**src/hw/rtl/tpf_pkg.sv**
```systemverilog
package tpf_pkg;

    localparam int HDR_LEN        = 23;
    localparam int POS_W          = $clog2(HDR_LEN + 2);
    localparam int MAX_NAV_DEF    = 255;
    localparam int QUEUE_DEPTH_DEF = 2;
    localparam int APB_AW         = 3;

    localparam logic [15:0] CRC_POLY     = 16'hA001;
    localparam logic [15:0] CRC_SEED     = 16'hFFFF;
    localparam logic [7:0]  FRAME_START  = 8'h23;
    localparam logic [7:0]  EXT_LEN_MARK = 8'hFF;
    localparam logic [7:0]  PKT_TYPE     = 8'd37;

    typedef enum logic {
        OP_START = 1'b0,
        OP_NAV   = 1'b1
    } op_t;

    typedef enum logic {
        REG_PREFIX = 1'b0,
        REG_SERIAL = 1'b1
    } reg_idx_t;

    // One unit of work handed from the front to the back.
    typedef struct packed {
        op_t              kind;
        logic [5:0][15:0] readings;
        logic [7:0]       nav_age;
        logic [7:0]       count;
        logic [15:0]      seq;
        logic [7:0]       data;
        logic             last;
    } cmd_t;

endpackage

```
**src/hw/rtl/tpf_feed_if.sv**
```systemverilog
interface tpf_feed_if;
    logic        valid;
    logic        ready;
    logic        operation;
    logic [15:0] pulse_period;
    logic [15:0] pulse_min_period;
    logic [15:0] pulse_count;
    logic [15:0] supply_adc;
    logic [15:0] vertical_adc;
    logic [15:0] vane_adc;
    logic [7:0]  nav_age;
    logic [7:0]  nav_count;
    logic [7:0]  nav_byte;

    modport source (
        output valid, operation, pulse_period, pulse_min_period, pulse_count,
               supply_adc, vertical_adc, vane_adc, nav_age, nav_count, nav_byte,
        input  ready
    );
    modport sink (
        input  valid, operation, pulse_period, pulse_min_period, pulse_count,
               supply_adc, vertical_adc, vane_adc, nav_age, nav_count, nav_byte,
        output ready
    );
endinterface

```
**src/hw/rtl/tpf_frame_if.sv**
```systemverilog
interface tpf_frame_if;
    logic       valid;
    logic       ready;
    logic [7:0] out_byte;
    logic       run_last;
    logic       packet_end;

    modport source (output valid, out_byte, run_last, packet_end, input ready);
    modport sink   (input valid, out_byte, run_last, packet_end, output ready);
endinterface

```
**src/hw/rtl/telemetry_packet_framer_crc16.sv**
```systemverilog
// Accepted items go into the command queue; the back end registers their bytes for output.
// It sends one byte a cycle while the output is not stalled: a navigation item's byte, with
// the CRC after a packet's last one; a start item's header, with the CRC if no navigation data.
// A two-entry command queue lets the front keep taking items while the back end is busy.
// Reset (asynchronous, active low) clears the sequence counter, packet state, queue,
// output valid flag and both configuration registers; the CRC is seeded at each packet.
module telemetry_packet_framer_crc16 #(
    parameter int MAX_NAV_BYTES = tpf_pkg::MAX_NAV_DEF,
    parameter int QUEUE_DEPTH   = tpf_pkg::QUEUE_DEPTH_DEF
) (
    input  logic                       clk,
    input  logic                       rst_n,
    tpf_feed_if.sink                   feed,
    tpf_frame_if.source                frame,
    input  logic                       psel,
    input  logic                       penable,
    input  logic                       pwrite,
    input  logic [tpf_pkg::APB_AW-1:0] paddr,
    input  logic [31:0]                pwdata,
    output logic [31:0]                prdata,
    output logic                       pready
);
    import tpf_pkg::*;

    logic [7:0]  prefix_reg;
    logic [15:0] serial_reg;
    logic        wr_en;
    reg_idx_t    reg_sel;

    cmd_t        q_entry, q_head;
    logic        q_push, q_pop, q_full, q_empty;

    assign pready  = 1'b1;
    assign wr_en   = psel && penable && pwrite && pready;
    assign reg_sel = reg_idx_t'(paddr[2]);

    always_comb
    begin
        case (reg_sel)
            REG_PREFIX: prdata = {24'h000000, prefix_reg};
            REG_SERIAL: prdata = {16'h0000, serial_reg};
            default:    prdata = '0;
        endcase
    end

    always_ff @(posedge clk or negedge rst_n)
    begin
        if (!rst_n)
        begin
            prefix_reg <= '0;
            serial_reg <= '0;
        end
        else if (wr_en)
        begin
            case (reg_sel)
                REG_PREFIX: prefix_reg <= pwdata[7:0];
                REG_SERIAL: serial_reg <= pwdata[15:0];
                default:    ;
            endcase
        end
    end

    tpf_front #(
        .MAX_NAV_BYTES(MAX_NAV_BYTES)
    ) u_front (
        .clk     (clk),
        .rst_n   (rst_n),
        .feed    (feed),
        .q_full  (q_full),
        .q_push  (q_push),
        .q_entry (q_entry)
    );

    tpf_queue #(
        .DEPTH(QUEUE_DEPTH)
    ) u_queue (
        .clk      (clk),
        .rst_n    (rst_n),
        .push     (q_push),
        .entry_in (q_entry),
        .full     (q_full),
        .pop      (q_pop),
        .head     (q_head),
        .empty    (q_empty)
    );

    tpf_back u_back (
        .clk     (clk),
        .rst_n   (rst_n),
        .head    (q_head),
        .q_empty (q_empty),
        .q_pop   (q_pop),
        .prefix  (prefix_reg),
        .serial  (serial_reg),
        .frame   (frame)
    );

endmodule

```
**src/hw/rtl/tpf_front.sv**
```systemverilog
module tpf_front #(
    parameter int MAX_NAV_BYTES = tpf_pkg::MAX_NAV_DEF
) (
    input  logic          clk,
    input  logic          rst_n,
    tpf_feed_if.sink      feed,
    input  logic          q_full,
    output logic          q_push,
    output tpf_pkg::cmd_t q_entry
);
    import tpf_pkg::*;

    localparam logic [7:0] MaxCnt = 8'(MAX_NAV_BYTES);

    logic [15:0] seq_reg, seq_next;
    logic        in_packet_reg, in_packet_next;
    logic [7:0]  left_reg, left_next;
    logic        accept;
    logic [7:0]  cnt_sat;

    assign feed.ready = !q_full;
    assign accept     = feed.valid && feed.ready;
    assign cnt_sat    = (feed.nav_count > MaxCnt) ? MaxCnt : feed.nav_count;

    always_comb
    begin
        q_entry.kind     = op_t'(feed.operation);
        q_entry.readings = {feed.vane_adc, feed.vertical_adc, feed.supply_adc,
                            feed.pulse_count, feed.pulse_min_period, feed.pulse_period};
        q_entry.nav_age  = feed.nav_age;
        q_entry.count    = cnt_sat;
        q_entry.seq      = seq_reg;
        q_entry.data     = feed.nav_byte;
        q_entry.last     = (left_reg == 8'd1);

        q_push         = 1'b0;
        seq_next       = seq_reg;
        in_packet_next = in_packet_reg;
        left_next      = left_reg;

        if (accept)
        begin
            if (feed.operation == OP_START)
            begin
                // A start abandons any open packet.
                q_push         = 1'b1;
                seq_next       = seq_reg + 16'd1;
                in_packet_next = (cnt_sat != 8'd0);
                left_next      = cnt_sat;
            end
            else if (in_packet_reg && left_reg != 8'd0)
            begin
                q_push    = 1'b1;
                left_next = left_reg - 8'd1;
                if (left_reg == 8'd1)
                begin
                    in_packet_next = 1'b0;
                end
            end
        end
    end

    always_ff @(posedge clk or negedge rst_n)
    begin
        if (!rst_n)
        begin
            seq_reg       <= '0;
            in_packet_reg <= 1'b0;
            left_reg      <= '0;
        end
        else
        begin
            seq_reg       <= seq_next;
            in_packet_reg <= in_packet_next;
            left_reg      <= left_next;
        end
    end

endmodule

```
**src/hw/rtl/tpf_queue.sv**
```systemverilog
module tpf_queue #(
    parameter int DEPTH = tpf_pkg::QUEUE_DEPTH_DEF
) (
    input  logic          clk,
    input  logic          rst_n,
    input  logic          push,
    input  tpf_pkg::cmd_t entry_in,
    output logic          full,
    input  logic          pop,
    output tpf_pkg::cmd_t head,
    output logic          empty
);
    import tpf_pkg::*;

    localparam int PtrW = $clog2(DEPTH);
    localparam int CntW = $clog2(DEPTH + 1);

    cmd_t            mem_reg [DEPTH];
    logic [PtrW-1:0] wr_ptr_reg, wr_ptr_next;
    logic [PtrW-1:0] rd_ptr_reg, rd_ptr_next;
    logic [CntW-1:0] count_reg, count_next;

    assign full  = (count_reg == CntW'(DEPTH));
    assign empty = (count_reg == '0);
    assign head  = mem_reg[rd_ptr_reg];

    always_comb
    begin
        wr_ptr_next = wr_ptr_reg;
        rd_ptr_next = rd_ptr_reg;
        if (push)
        begin
            wr_ptr_next = (wr_ptr_reg == PtrW'(DEPTH - 1)) ? '0 : wr_ptr_reg + 1'b1;
        end
        if (pop)
        begin
            rd_ptr_next = (rd_ptr_reg == PtrW'(DEPTH - 1)) ? '0 : rd_ptr_reg + 1'b1;
        end
        case ({push, pop})
            2'b10:   count_next = count_reg + 1'b1;
            2'b01:   count_next = count_reg - 1'b1;
            default: count_next = count_reg;
        endcase
    end

    always_ff @(posedge clk)
    begin
        if (push)
        begin
            mem_reg[wr_ptr_reg] <= entry_in;
        end
    end

    always_ff @(posedge clk or negedge rst_n)
    begin
        if (!rst_n)
        begin
            wr_ptr_reg <= '0;
            rd_ptr_reg <= '0;
            count_reg  <= '0;
        end
        else
        begin
            wr_ptr_reg <= wr_ptr_next;
            rd_ptr_reg <= rd_ptr_next;
            count_reg  <= count_next;
        end
    end

endmodule

```
**src/hw/rtl/tpf_back.sv**
```systemverilog
module tpf_back (
    input  logic          clk,
    input  logic          rst_n,
    input  tpf_pkg::cmd_t head,
    input  logic          q_empty,
    output logic          q_pop,
    input  logic [7:0]    prefix,
    input  logic [15:0]   serial,
    tpf_frame_if.source   frame
);
    import tpf_pkg::*;

    function automatic logic [15:0] crc_byte(input logic [15:0] crc_in, input logic [7:0] b);
        logic [15:0] c;
        c = crc_in ^ {8'h00, b};
        for (int k = 0; k < 8; k++)
        begin
            c = c[0] ? ((c >> 1) ^ CRC_POLY) : (c >> 1);
        end
        return c;
    endfunction

    function automatic logic [7:0] hdr_byte(input cmd_t c, input logic [POS_W-1:0] p,
                                            input logic [7:0] pfx, input logic [15:0] sn);
        logic [15:0] len;
        logic [7:0]  r;
        len = 16'(HDR_LEN + 2) + 16'(c.count);
        case (p)
            5'd0:    r = FRAME_START;
            5'd1:    r = pfx;
            5'd2:    r = sn[15:8];
            5'd3:    r = sn[7:0];
            5'd4:    r = EXT_LEN_MARK;
            5'd5:    r = PKT_TYPE;
            5'd6:    r = len[15:8];
            5'd7:    r = len[7:0];
            5'd8:    r = c.seq[15:8];
            5'd9:    r = c.seq[7:0];
            5'd10:   r = c.readings[0][15:8];
            5'd11:   r = c.readings[0][7:0];
            5'd12:   r = c.readings[1][15:8];
            5'd13:   r = c.readings[1][7:0];
            5'd14:   r = c.readings[2][15:8];
            5'd15:   r = c.readings[2][7:0];
            5'd16:   r = c.readings[3][15:8];
            5'd17:   r = c.readings[3][7:0];
            5'd18:   r = c.readings[4][15:8];
            5'd19:   r = c.readings[4][7:0];
            5'd20:   r = c.readings[5][15:8];
            5'd21:   r = c.readings[5][7:0];
            default: r = c.nav_age;
        endcase
        return r;
    endfunction

    logic [POS_W-1:0] pos_reg, pos_next;
    logic [15:0]      crc_reg, crc_next;
    logic             valid_reg;
    logic [7:0]       byte_reg;
    logic             run_last_reg;
    logic             packet_end_reg;

    logic             advance, fire;
    logic [7:0]       byte_v;
    logic             last_v, end_v, done_v, upd_v, seed_v;

    assign advance = !valid_reg || frame.ready;
    assign fire    = advance && !q_empty;
    assign q_pop   = fire && done_v;

    always_comb
    begin
        byte_v = head.data;
        last_v = 1'b0;
        end_v  = 1'b0;
        done_v = 1'b0;
        upd_v  = 1'b0;
        seed_v = 1'b0;
        if (head.kind == OP_START)
        begin
            if (pos_reg < POS_W'(HDR_LEN))
            begin
                byte_v = hdr_byte(head, pos_reg, prefix, serial);
                // The leading frame mark is not covered by the CRC.
                seed_v = (pos_reg == '0);
                upd_v  = (pos_reg != '0);
                if (pos_reg == POS_W'(HDR_LEN - 1) && head.count != 8'd0)
                begin
                    last_v = 1'b1;
                    done_v = 1'b1;
                end
            end
            else if (pos_reg == POS_W'(HDR_LEN))
            begin
                byte_v = crc_reg[15:8];
            end
            else
            begin
                byte_v = crc_reg[7:0];
                last_v = 1'b1;
                end_v  = 1'b1;
                done_v = 1'b1;
            end
        end
        else
        begin
            if (pos_reg == '0)
            begin
                byte_v = head.data;
                upd_v  = 1'b1;
                last_v = !head.last;
                done_v = !head.last;
            end
            else if (pos_reg == POS_W'(1))
            begin
                byte_v = crc_reg[15:8];
            end
            else
            begin
                byte_v = crc_reg[7:0];
                last_v = 1'b1;
                end_v  = 1'b1;
                done_v = 1'b1;
            end
        end

        crc_next = crc_reg;
        pos_next = pos_reg;
        if (fire)
        begin
            if (seed_v)
            begin
                crc_next = CRC_SEED;
            end
            else if (upd_v)
            begin
                crc_next = crc_byte(crc_reg, byte_v);
            end
            pos_next = done_v ? '0 : pos_reg + 1'b1;
        end
    end

    always_ff @(posedge clk or negedge rst_n)
    begin
        if (!rst_n)
        begin
            pos_reg   <= '0;
            crc_reg   <= CRC_SEED;
            valid_reg <= 1'b0;
        end
        else
        begin
            pos_reg <= pos_next;
            crc_reg <= crc_next;
            if (advance)
            begin
                valid_reg <= fire;
            end
        end
    end

    always_ff @(posedge clk)
    begin
        if (fire)
        begin
            byte_reg       <= byte_v;
            run_last_reg   <= last_v;
            packet_end_reg <= end_v;
        end
    end

    assign frame.valid      = valid_reg;
    assign frame.out_byte   = byte_reg;
    assign frame.run_last   = run_last_reg;
    assign frame.packet_end = packet_end_reg;

endmodule

```
**src/flat_wrapper.sv**
```systemverilog
// flat-port wrapper written by rule: the top's interface ports become plain ports
module telemetry_packet_framer_crc16_flat import tpf_pkg::*;
#(
    parameter int MAX_NAV_BYTES = tpf_pkg::MAX_NAV_DEF,
    parameter int QUEUE_DEPTH   = tpf_pkg::QUEUE_DEPTH_DEF
)
  (clk, rst_n, psel, penable, pwrite, paddr, pwdata, prdata, pready, feed_valid, feed_operation, feed_pulse_period, feed_pulse_min_period, feed_pulse_count, feed_supply_adc, feed_vertical_adc, feed_vane_adc, feed_nav_age, feed_nav_count, feed_nav_byte, feed_ready, frame_valid, frame_out_byte, frame_run_last, frame_packet_end, frame_ready);
  tpf_feed_if feed_i ();
  tpf_frame_if frame_i ();
  input  logic clk;
  input  logic rst_n;
  input  logic psel;
  input  logic penable;
  input  logic pwrite;
  input  logic [tpf_pkg::APB_AW-1:0] paddr;
  input  logic [31:0] pwdata;
  output logic [31:0] prdata;
  output logic pready;
  input wire logic [$bits(feed_i.valid)-1:0] feed_valid;
  input wire logic [$bits(feed_i.operation)-1:0] feed_operation;
  input wire logic [$bits(feed_i.pulse_period)-1:0] feed_pulse_period;
  input wire logic [$bits(feed_i.pulse_min_period)-1:0] feed_pulse_min_period;
  input wire logic [$bits(feed_i.pulse_count)-1:0] feed_pulse_count;
  input wire logic [$bits(feed_i.supply_adc)-1:0] feed_supply_adc;
  input wire logic [$bits(feed_i.vertical_adc)-1:0] feed_vertical_adc;
  input wire logic [$bits(feed_i.vane_adc)-1:0] feed_vane_adc;
  input wire logic [$bits(feed_i.nav_age)-1:0] feed_nav_age;
  input wire logic [$bits(feed_i.nav_count)-1:0] feed_nav_count;
  input wire logic [$bits(feed_i.nav_byte)-1:0] feed_nav_byte;
  output wire logic [$bits(feed_i.ready)-1:0] feed_ready;
  output wire logic [$bits(frame_i.valid)-1:0] frame_valid;
  output wire logic [$bits(frame_i.out_byte)-1:0] frame_out_byte;
  output wire logic [$bits(frame_i.run_last)-1:0] frame_run_last;
  output wire logic [$bits(frame_i.packet_end)-1:0] frame_packet_end;
  input wire logic [$bits(frame_i.ready)-1:0] frame_ready;
  assign feed_i.valid = feed_valid;
  assign feed_i.operation = feed_operation;
  assign feed_i.pulse_period = feed_pulse_period;
  assign feed_i.pulse_min_period = feed_pulse_min_period;
  assign feed_i.pulse_count = feed_pulse_count;
  assign feed_i.supply_adc = feed_supply_adc;
  assign feed_i.vertical_adc = feed_vertical_adc;
  assign feed_i.vane_adc = feed_vane_adc;
  assign feed_i.nav_age = feed_nav_age;
  assign feed_i.nav_count = feed_nav_count;
  assign feed_i.nav_byte = feed_nav_byte;
  assign feed_ready = feed_i.ready;
  assign frame_valid = frame_i.valid;
  assign frame_out_byte = frame_i.out_byte;
  assign frame_run_last = frame_i.run_last;
  assign frame_packet_end = frame_i.packet_end;
  assign frame_i.ready = frame_ready;
  telemetry_packet_framer_crc16 #(.MAX_NAV_BYTES(MAX_NAV_BYTES), .QUEUE_DEPTH(QUEUE_DEPTH)) u_core (.clk(clk), .rst_n(rst_n), .feed(feed_i), .frame(frame_i), .psel(psel), .penable(penable), .pwrite(pwrite), .paddr(paddr), .pwdata(pwdata), .prdata(prdata), .pready(pready));
endmodule
```
**config.mk**
```make
export PLATFORM = sky130hd
export DESIGN_NAME = telemetry_packet_framer_crc16_flat
export DESIGN_NICKNAME = d
export VERILOG_FILES = /design/src/hw/rtl/tpf_pkg.sv /design/src/hw/rtl/tpf_feed_if.sv /design/src/hw/rtl/tpf_frame_if.sv /design/src/hw/rtl/telemetry_packet_framer_crc16.sv /design/src/hw/rtl/tpf_front.sv /design/src/hw/rtl/tpf_queue.sv /design/src/hw/rtl/tpf_back.sv /design/src/flat_wrapper.sv
export SDC_FILE = /design/constraint.sdc
export NUM_CORES = 1
export LEC_CHECK = 0
export BUFFER_PORTS_ARGS = -buffer_cell sky130_fd_sc_hd__buf_2
export CAP_MARGIN = 40
export CORE_MARGIN = 1
export CORE_UTILIZATION = 45
export CTS_CLUSTER_DIAMETER = 30
export DETAILED_ROUTE_END_ITERATION = 12
export GPL_TIMING_DRIVEN = 0
export PLACE_DENSITY = 0.78
export SETUP_SLACK_MARGIN = 0.15
export SLEW_MARGIN = 25
export SYNTH_ARGS = -nofsm -noshare
export SYNTH_HDL_FRONTEND = slang
export SYNTH_SLANG_ARGS = --single-unit
```
**constraint.sdc**
```tcl
create_clock -name clk -period 8.3 [get_ports clk]
set_clock_uncertainty 0.05 [all_clocks]
set_input_delay 0.415 -clock clk [delete_from_list [all_inputs] [get_ports clk]]
set_output_delay 0.415 -clock clk [all_outputs]
set_load 0.01 [all_outputs]
```
==> metrics.md, run 1 <==
| Metric | Value |
|---|---|
| Outcome | `finished, final reports clean` |
| CP Max Fanout | `10` |
| Net Sw Power | `0.00289 W` |
| DR WL met3 | `3930 um` |
| Top Metal Used | `met4` |
| CTS Sinks | `361` |
| Initial antenna violation count | `0` |
| F_max | `194 MHz` |
| First-pass DRT Iterations | `5` |
| Row count | `69` |
| Area delta synth->final | `33.0%` |
| GRT Util Overall | `0.260` |
| Postcts setup bufs | `0` |
| Wire per inst | `23.5 um` |
| CTS root buf | `clkbuf_16` |
| Slew Viols, Final | `0` |
| Largest cells by area after synthesis | `edfxtp_1 53%, dfrtp_1 9.1%, mux2i_1 6.1%` |
| Via count | `11716` |
| Layout cells sized above 1 | `0.299` |
| Drc violations | `0` |
| Power Dens Cells | `403 nW/um^2` |
| Leakage | `8.38 nW` |
| GP Congestion | `0.893` |
| Avg Synthesized Cell Area | `14.5 um^2` |
| I/O Buffers | `171` |
| Hold Vio Cnt, Final | `0` |
| Most common cell in the netlist | `edfxtp_1` |
| Die Wd | `192 um` |
| Met2 Wirelength | `23000 um` |
| Synthesized cell area | `16200 um^2` |
| Largest net degree at the start of global routing | `53` |
| Max VDD drop | `0.445 mV` |
| First-pass GRT wire length | `70000 um` |
| Die height | `192 um` |
| Internal | `0.00579 W` |
| Unique masters post-synth | `85` |
| Syn Inst Count | `1115` |
| Reg area | `10500 um^2` |
| Die footprint | `36700 um^2` |
| Placed cells | `1777` |
| Worst Path Required | `8.74 ns` |
| Wirelength, routed | `47300 um` |
| Async set-reset flop share out of synthesis | `0.208` |
| CTS Buf Count | `75` |
| Total global routing overflow | `0` |
| Commonest cells post-synth | `286 x edfxtp_1, 99 x mux2i_1, 64 x mux2_2, 59 x dfrtp_1, 47 x a21oi_1` |
| Hold Path Class | `in2reg` |
| Largest register FFs | `276` |
| Metal1 wirelength | `18200 um` |
| Switching Fraction | `0.333` |
| Power share of the clock group | `0.345` |
| Multi-input logic area | `5300 um^2` |
| Latest clock arrival within the worst-skew pair | `0.58 ns` |
| # IOs | `208` |
| Worst setup EP type | `register` |
| Period minus WS final | `5.15 ns` |
| Type of the worst setup path | `reg2reg` |
| Arrival time at the worst endpoint | `5.60 ns` |
| Vias in the first global route | `11783` |
| Hold buffers post-CTS | `94` |
| MaxCap Viol Count | `0` |
| Synth area leader | `edfxtp_1` |
| Slew @ Worst Pin | `0.903 ns` |
| HPWL Detailed | `31900 um` |
| Sequential-to-total area share from yosys stat | `0.649` |
| Final Util | `0.606` |
| ANT cells | `0` |
| Starting density of the core | `0.456` |
| Post-synth EDFFs | `286` |
| Fill cells | `2600` |
| Cts repair resizes | `0` |
| Core area | `35500 um^2` |
| CTS tree | `yes` |
| Reg clk slew, reported paths | `0.04 ns` |
| Post-layout nets | `1663` |
| Non-Filler Instances | `2011` |
| Clock Tree Buf Depth | `3` |
| Combinational share of power | `0.339` |
| Routed Antenna Nets | `0` |
| Post-synth top area share | `0.531` |
| Final Setup Violations | `0` |
| Worst slew margin | `0.383` |
| CTS HTree Levels | `3` |
| RSZ-0062 raised after global routing | `false` |
| Detail-routed via count per cell | `5.83` |
| Yosys warning count | `0` |
| Reg power frac | `0.317` |
| Ys flop type | `edfxtp_1` |
| Synth Register Bits | `361` |
| Setup crit start kind | `register` |
| Crit share post-route | `0.621` |
| Initial drt markers | `1131` |
## kinds of logic (layout without fill, tap and decap cells)
kind of cell,after synthesis,in the layout,synth area share
xor gates and xnor gates,42,42,0.0280
DFF,361,361,0.649
buffers and inverters,87,507,0.0311
muxes,164,164,0.107
adders and majority gates,11,11,0.00851
other,2,17,0.000464
and+or+nand+nor,237,237,0.0879
AOI/OAI and AO/OA,211,211,0.0889
## power groups by stage
stage          Combinational [W]  Clock [W]  Sequential [W]
2_1_floorplan            0.00198          0         0.00276
3_3_place_gp             0.00269          0         0.00283
3_5_place_dp             0.00283          0         0.00276
4_1_cts                  0.00290    0.00301         0.00273
5_1_grt                  0.00312    0.00310         0.00278
6_report                 0.00294    0.00299         0.00275
## per-stage QoR
| stage | hold slack, ns | setup slack, ns | TNS [ns] | total power [W] | instance area [um^2] |
|---|---|---|---|---|---|
| final | 0.00399 | 3.15 | 0 | 0.00867 | 21500 |
| after global routing | 0.00415 | 2.90 | 0 | 0.00900 | 21500 |
| after CTS | 0.00114 | 3.17 | 0 | 0.00864 | 21500 |
| after detailed placement | 0.322 | 3.25 | 0 | 0.00559 | 18000 |
| after global placement | 0.423 | -2.83 | -388.78 | 0.00552 | 17700 |
| after floorplan | 0.0694 | 0.550 | 0 | 0.00473 | 16200 |
## cell usage in the layout, fill, tap and decap left out, types with 6 or more instances in the layout
master         Yosys  layout
nor3_1            10      10
xnor2_1           24      24
clkinv_2           0      10
a22oi_1           19      19
nand2_1           44      44
o2bb2ai_1          6       6
o22ai_1           36      36
clkinv_1           1       6
and2_1            15      14
and3_1             9       9
nor2b_1            6       6
inv_6              0       8
nand2b_1           8       8
dlygate4sd3_1      0      94
clkbuf_16          0      76
buf_4             27      28
a221oi_1           9       9
nand4b_1           8       8
dfrtp_1           59      59
edfxtp_1         286     286
inv_1             19      19
clkbuf_1          18      28
a21oi_1           47      47
clkinvlp_4         0       7
buf_6              8      10
nor2_1            44      43
bufinv_16          0       8
o21ai_0           28      28
nand3_1           24      24
xor2_1            11      11
dfstp_2           16      16
conb_1             2      17
a211oi_1          11      10
nor4_1            12      12
nand4_1           11      11
buf_2             12     186
mux2i_1           99      99
mux2_2            64      64
ha_1              11      11
## layout make-up
cell class,count,area share
flip-flops and latches,361,0.488
clock buffers,89,0.0921
inverters,20,0.00349
plain buffers,67,0.0199
well taps,461,0.0268
multi-input cells,682,0.246
repair buffers,282,0.0969
clock inverters,49,0.0267
## path summary, 6_finish.rpt
kind | start | to | slack, ns | cells past startpoint
worst min register to register | u_core.u_front.seq_reg[15] | u_core.u_front.seq_reg[15] | 0.45 | 1
worst max-delay path | u_core.u_back.pos_reg[4] | u_core.u_back.crc_reg[0] | 3.15 | 15
min in group asynchronous | rst_n | u_core.u_back.pos_reg[0] | 0.30 | 2
worst max register to register | u_core.u_back.pos_reg[4] | u_core.u_back.crc_reg[0] | 3.15 | 15
worst min-delay path | feed_nav_byte[5] | u_core.u_queue.mem_reg[1][6] | 0.004 | 1
max in group asynchronous | rst_n | u_core.serial_reg[10] | 7.28 | 3
## worst max-delay path, stage by stage, from the launching register on
cell and delay, ns:
dfrtp_1 0.51, buf_4 0.25, buf_2 0.28, buf_2 0.27, inv_1 0.12, ha_1 0.19
buf_1 0.16, buf_6 0.19, a2111oi_2 0.69, o2111ai_1 0.27, a2111oi_0 0.72, nor2_1 0.20
xnor2_1 0.38, xnor2_2 0.23, xnor3_1 0.39, a21oi_1 0.15
## per-layer routing
layer	global-route usage	vias to the layer above
li1	-	5107
met1	0.328	5776
met2	0.429	688
met3	0.0505	145
met4	0.128	0
met5	0	-
Power figures use the tool's default switching activity.
==> run 2, diff against run 1 <==
- PLACE_DENSITY: 0.78 -> 0.76
- clock period: 8.3 -> 4.9 ns (I/O delays scaled with it)
==> metrics.md, run 2 (synthesized netlist as in run 1, its figures left out) <==
| Metric | Value |
|---|---|
| Wirelength, routed | `48600 um (+2.7%)` |
| Area delta synth->final | `36.6%` |
| Met2 Use GR | `0.463 (+0.0336)` |
| RSZ-0062 raised after global routing | `false` |
| Multi-input logic area | `5360 um^2 (+1.2%)` |
| Initial antenna violation count | `0 (unchanged)` |
| Placed cells | `1777 (unchanged)` |
| Layout cells sized above 1 | `0.295 (-0.00399)` |
| Power Dens Cells | `671 nW/um^2 (+66%)` |
| Fill cells | `2584 (-0.62%)` |
| Slew @ Worst Pin | `0.831 ns (-0.0712 ns)` |
| Met1 GRT Util | `0.332 (+0.00444)` |
| ANT cells | `0 (unchanged)` |
| CTS HTree Levels | `3 (unchanged)` |
| Die footprint | `36700 um^2 (unchanged)` |
| First-pass DRT Iterations | `5 (unchanged)` |
| Worst slew margin | `0.430 (+0.0472)` |
| Commonest cells after routing, fill and taps aside | `286 x edfxtp_1, 182 x buf_2, 139 x dlygate4sd3_1, 99 x mux2i_1, 77 x clkbuf_16` |
| Initial drt markers | `1038 (-8.2%)` |
| Max VDD drop | `0.542 mV (+22%)` |
| Wire per inst | `23.6 um (+0.30%)` |
| Reg clk slew, reported paths | `0.05 ns (about the same)` |
| Non-Filler Instances | `2059 (+2.4%)` |
| Reg2Reg Setup Slack | `0.26 ns (-2.88 ns)` |
| Worst Reg-to-Reg Cells | `15 (unchanged)` |
| Period minus WS final | `4.64 ns (-0.517 ns)` |
| GRT Util Overall | `0.269 (+0.00817)` |
| # IOs | `208 (unchanged)` |
| Via count | `11850 (+1.1%)` |
| Leakage | `8.59 nW (+2.6%)` |
| Crit share post-route | `0.946 (+0.325)` |
| Slew Viols, Final | `0 (unchanged)` |
| F_max | `216 MHz (+11%)` |
| Type of the worst setup path | `reg2reg` |
| Pwr Total | `0.0148 W (+71%)` |
| Arrival time at the worst endpoint | `5.07 ns (-0.53 ns)` |
| Reg2reg start | `u_core.u_back.pos_reg[2]` |
| Reg area | `10500 um^2 (about the same)` |
| GP Congestion | `0.909 (+1.8%)` |
| Largest net degree at the start of global routing | `52 (-1.9%)` |
| CTS Sinks | `361 (unchanged)` |
| Die height | `192 um (unchanged)` |
| Most common cell after layout, fill and taps aside | `edfxtp_1` |
| Hold Vio Cnt, Final | `0 (unchanged)` |
| CTS Buf Count | `74 (-1.3%)` |
| Latest clock arrival within the worst-skew pair | `0.60 ns (+0.02 ns)` |
| CTS tree | `yes` |
| Vias in the first global route | `12037 (+2.2%)` |
| Reg-to-Reg End | `u_core.u_back.crc_reg[0]` |
| Starting density of the core | `0.456 (unchanged)` |
| Routed Antenna Nets | `0 (unchanged)` |
| Final Setup Violations | `0 (unchanged)` |
| CTS root buf | `clkbuf_16` |
| Die Wd | `192 um (unchanged)` |
| Drc violations | `0 (unchanged)` |
| Worst setup EP type | `register` |
| Post-layout nets | `1710 (+2.8%)` |
| Detail-routed via count per cell | `5.76 (-1.2%)` |
| Worst Path Required | `5.34 ns (-3.40 ns)` |
| Clock Tree Buf Depth | `3 (unchanged)` |
| Global route hottest layer | `met2` |
| CP Max Fanout | `10 (unchanged)` |
| Row count | `69 (unchanged)` |
| Core area | `35500 um^2 (unchanged)` |
| I/O Buffers | `171 (unchanged)` |
| Total global routing overflow | `0 (unchanged)` |
| MaxCap Viol Count | `0 (unchanged)` |
| GR Util met3 | `0.0496 (-0.000918)` |
| HPWL Detailed | `31900 um (+0.30%)` |
| Setup crit start kind | `register` |
| Hold Path Class | `in2async` |
| Outcome | `finished, final reports clean` |
| First-pass GRT wire length | `71800 um (+2.5%)` |
| Largest register FFs | `276 (unchanged)` |
==> run 2: per-layer routing <==
metal / vias to the layer above / routed length [um]
li1: 5198 / -
met1: 5876 / 18900
met2: 664 / 24700
met3: 112 / 3570
met4: 0 / 1470
met5: - / 0
==> run 2: layout make-up <==
type	instances	share of cell area
plain buffers	66	0.0196
clock buffers	96	0.0928
inverters	20	0.00340
repair buffers	331	0.116
clock inverters	42	0.0240
flip-flops and latches	361	0.475
multi-input cells	682	0.243
well taps	461	0.0261
==> run 2: how the worst max path moves through the flow <==
stage                                         from                   endpoint  slack (ns)  depth (start not counted)
after detailed placement  u_core.u_back.pos_reg[4]   u_core.u_back.crc_reg[0]       -0.18                         15
final                     u_core.u_back.pos_reg[2]   u_core.u_back.crc_reg[0]        0.26                         15
after floorplan           u_core.u_back.pos_reg[3]   u_core.u_back.crc_reg[0]        0.95                         16
after global placement    u_core.u_back.pos_reg[0]   u_core.u_back.crc_reg[0]       -0.92                         13
after CTS                 u_core.u_back.pos_reg[4]   u_core.u_back.crc_reg[0]        0.17                         15
after global routing      u_core.u_back.pos_reg[2]  u_core.u_back.crc_reg[14]        0.16                         15
==> run 2: critical path, stage by stage, from the launching register on <==
cell and delay [ns]:
dfrtp_1 0.46, buf_4 0.22, buf_4 0.19, buf_2 0.21, and3_1 0.19, ha_1 0.20, clkbuf_4 0.25, a22oi_1 0.25
o211ai_1 0.17, nor4_2 0.47, nand4_1 0.21, and2_1 0.21, o32a_1 0.41, xnor3_1 0.48, xnor3_1 0.42, a21oi_1 0.15
==> run 2: timing repair <==
action                                 in CTS  in global routing
endpoints found under the hold margin     347                  0
pin swaps                                   2                  0
gates cloned                                0                  0
hold buffers                              139                  0
buffers inserted                            5                  0
gates resized for setup                     5                 14
setup endpoints to repair                   4                  3
==> run 2: per-stage QoR <==
stage	TNS (ns)	hold WS [ns]	area, um^2	worst slack, ns	util
after floorplan	0	-0.101	16200	0.952	-
after global placement	-36.82	0.384	17700	-0.921	0.498
after detailed placement	-0.499	0.151	18000	-0.178	0.507
after CTS	0	0.105	22000	0.168	0.621
after global routing	0	0.143	22100	0.159	0.622
final	0	0.110	22100	0.264	0.622
==> run 2: where the power goes <==
group / internal [W] / leakage (nW) / switching, W
combinational: 0.00229 / 3.82 / 0.00281
sequential: 0.00425 / 3.54 / 0.000395
clock: 0.00332 / 1.23 / 0.00175
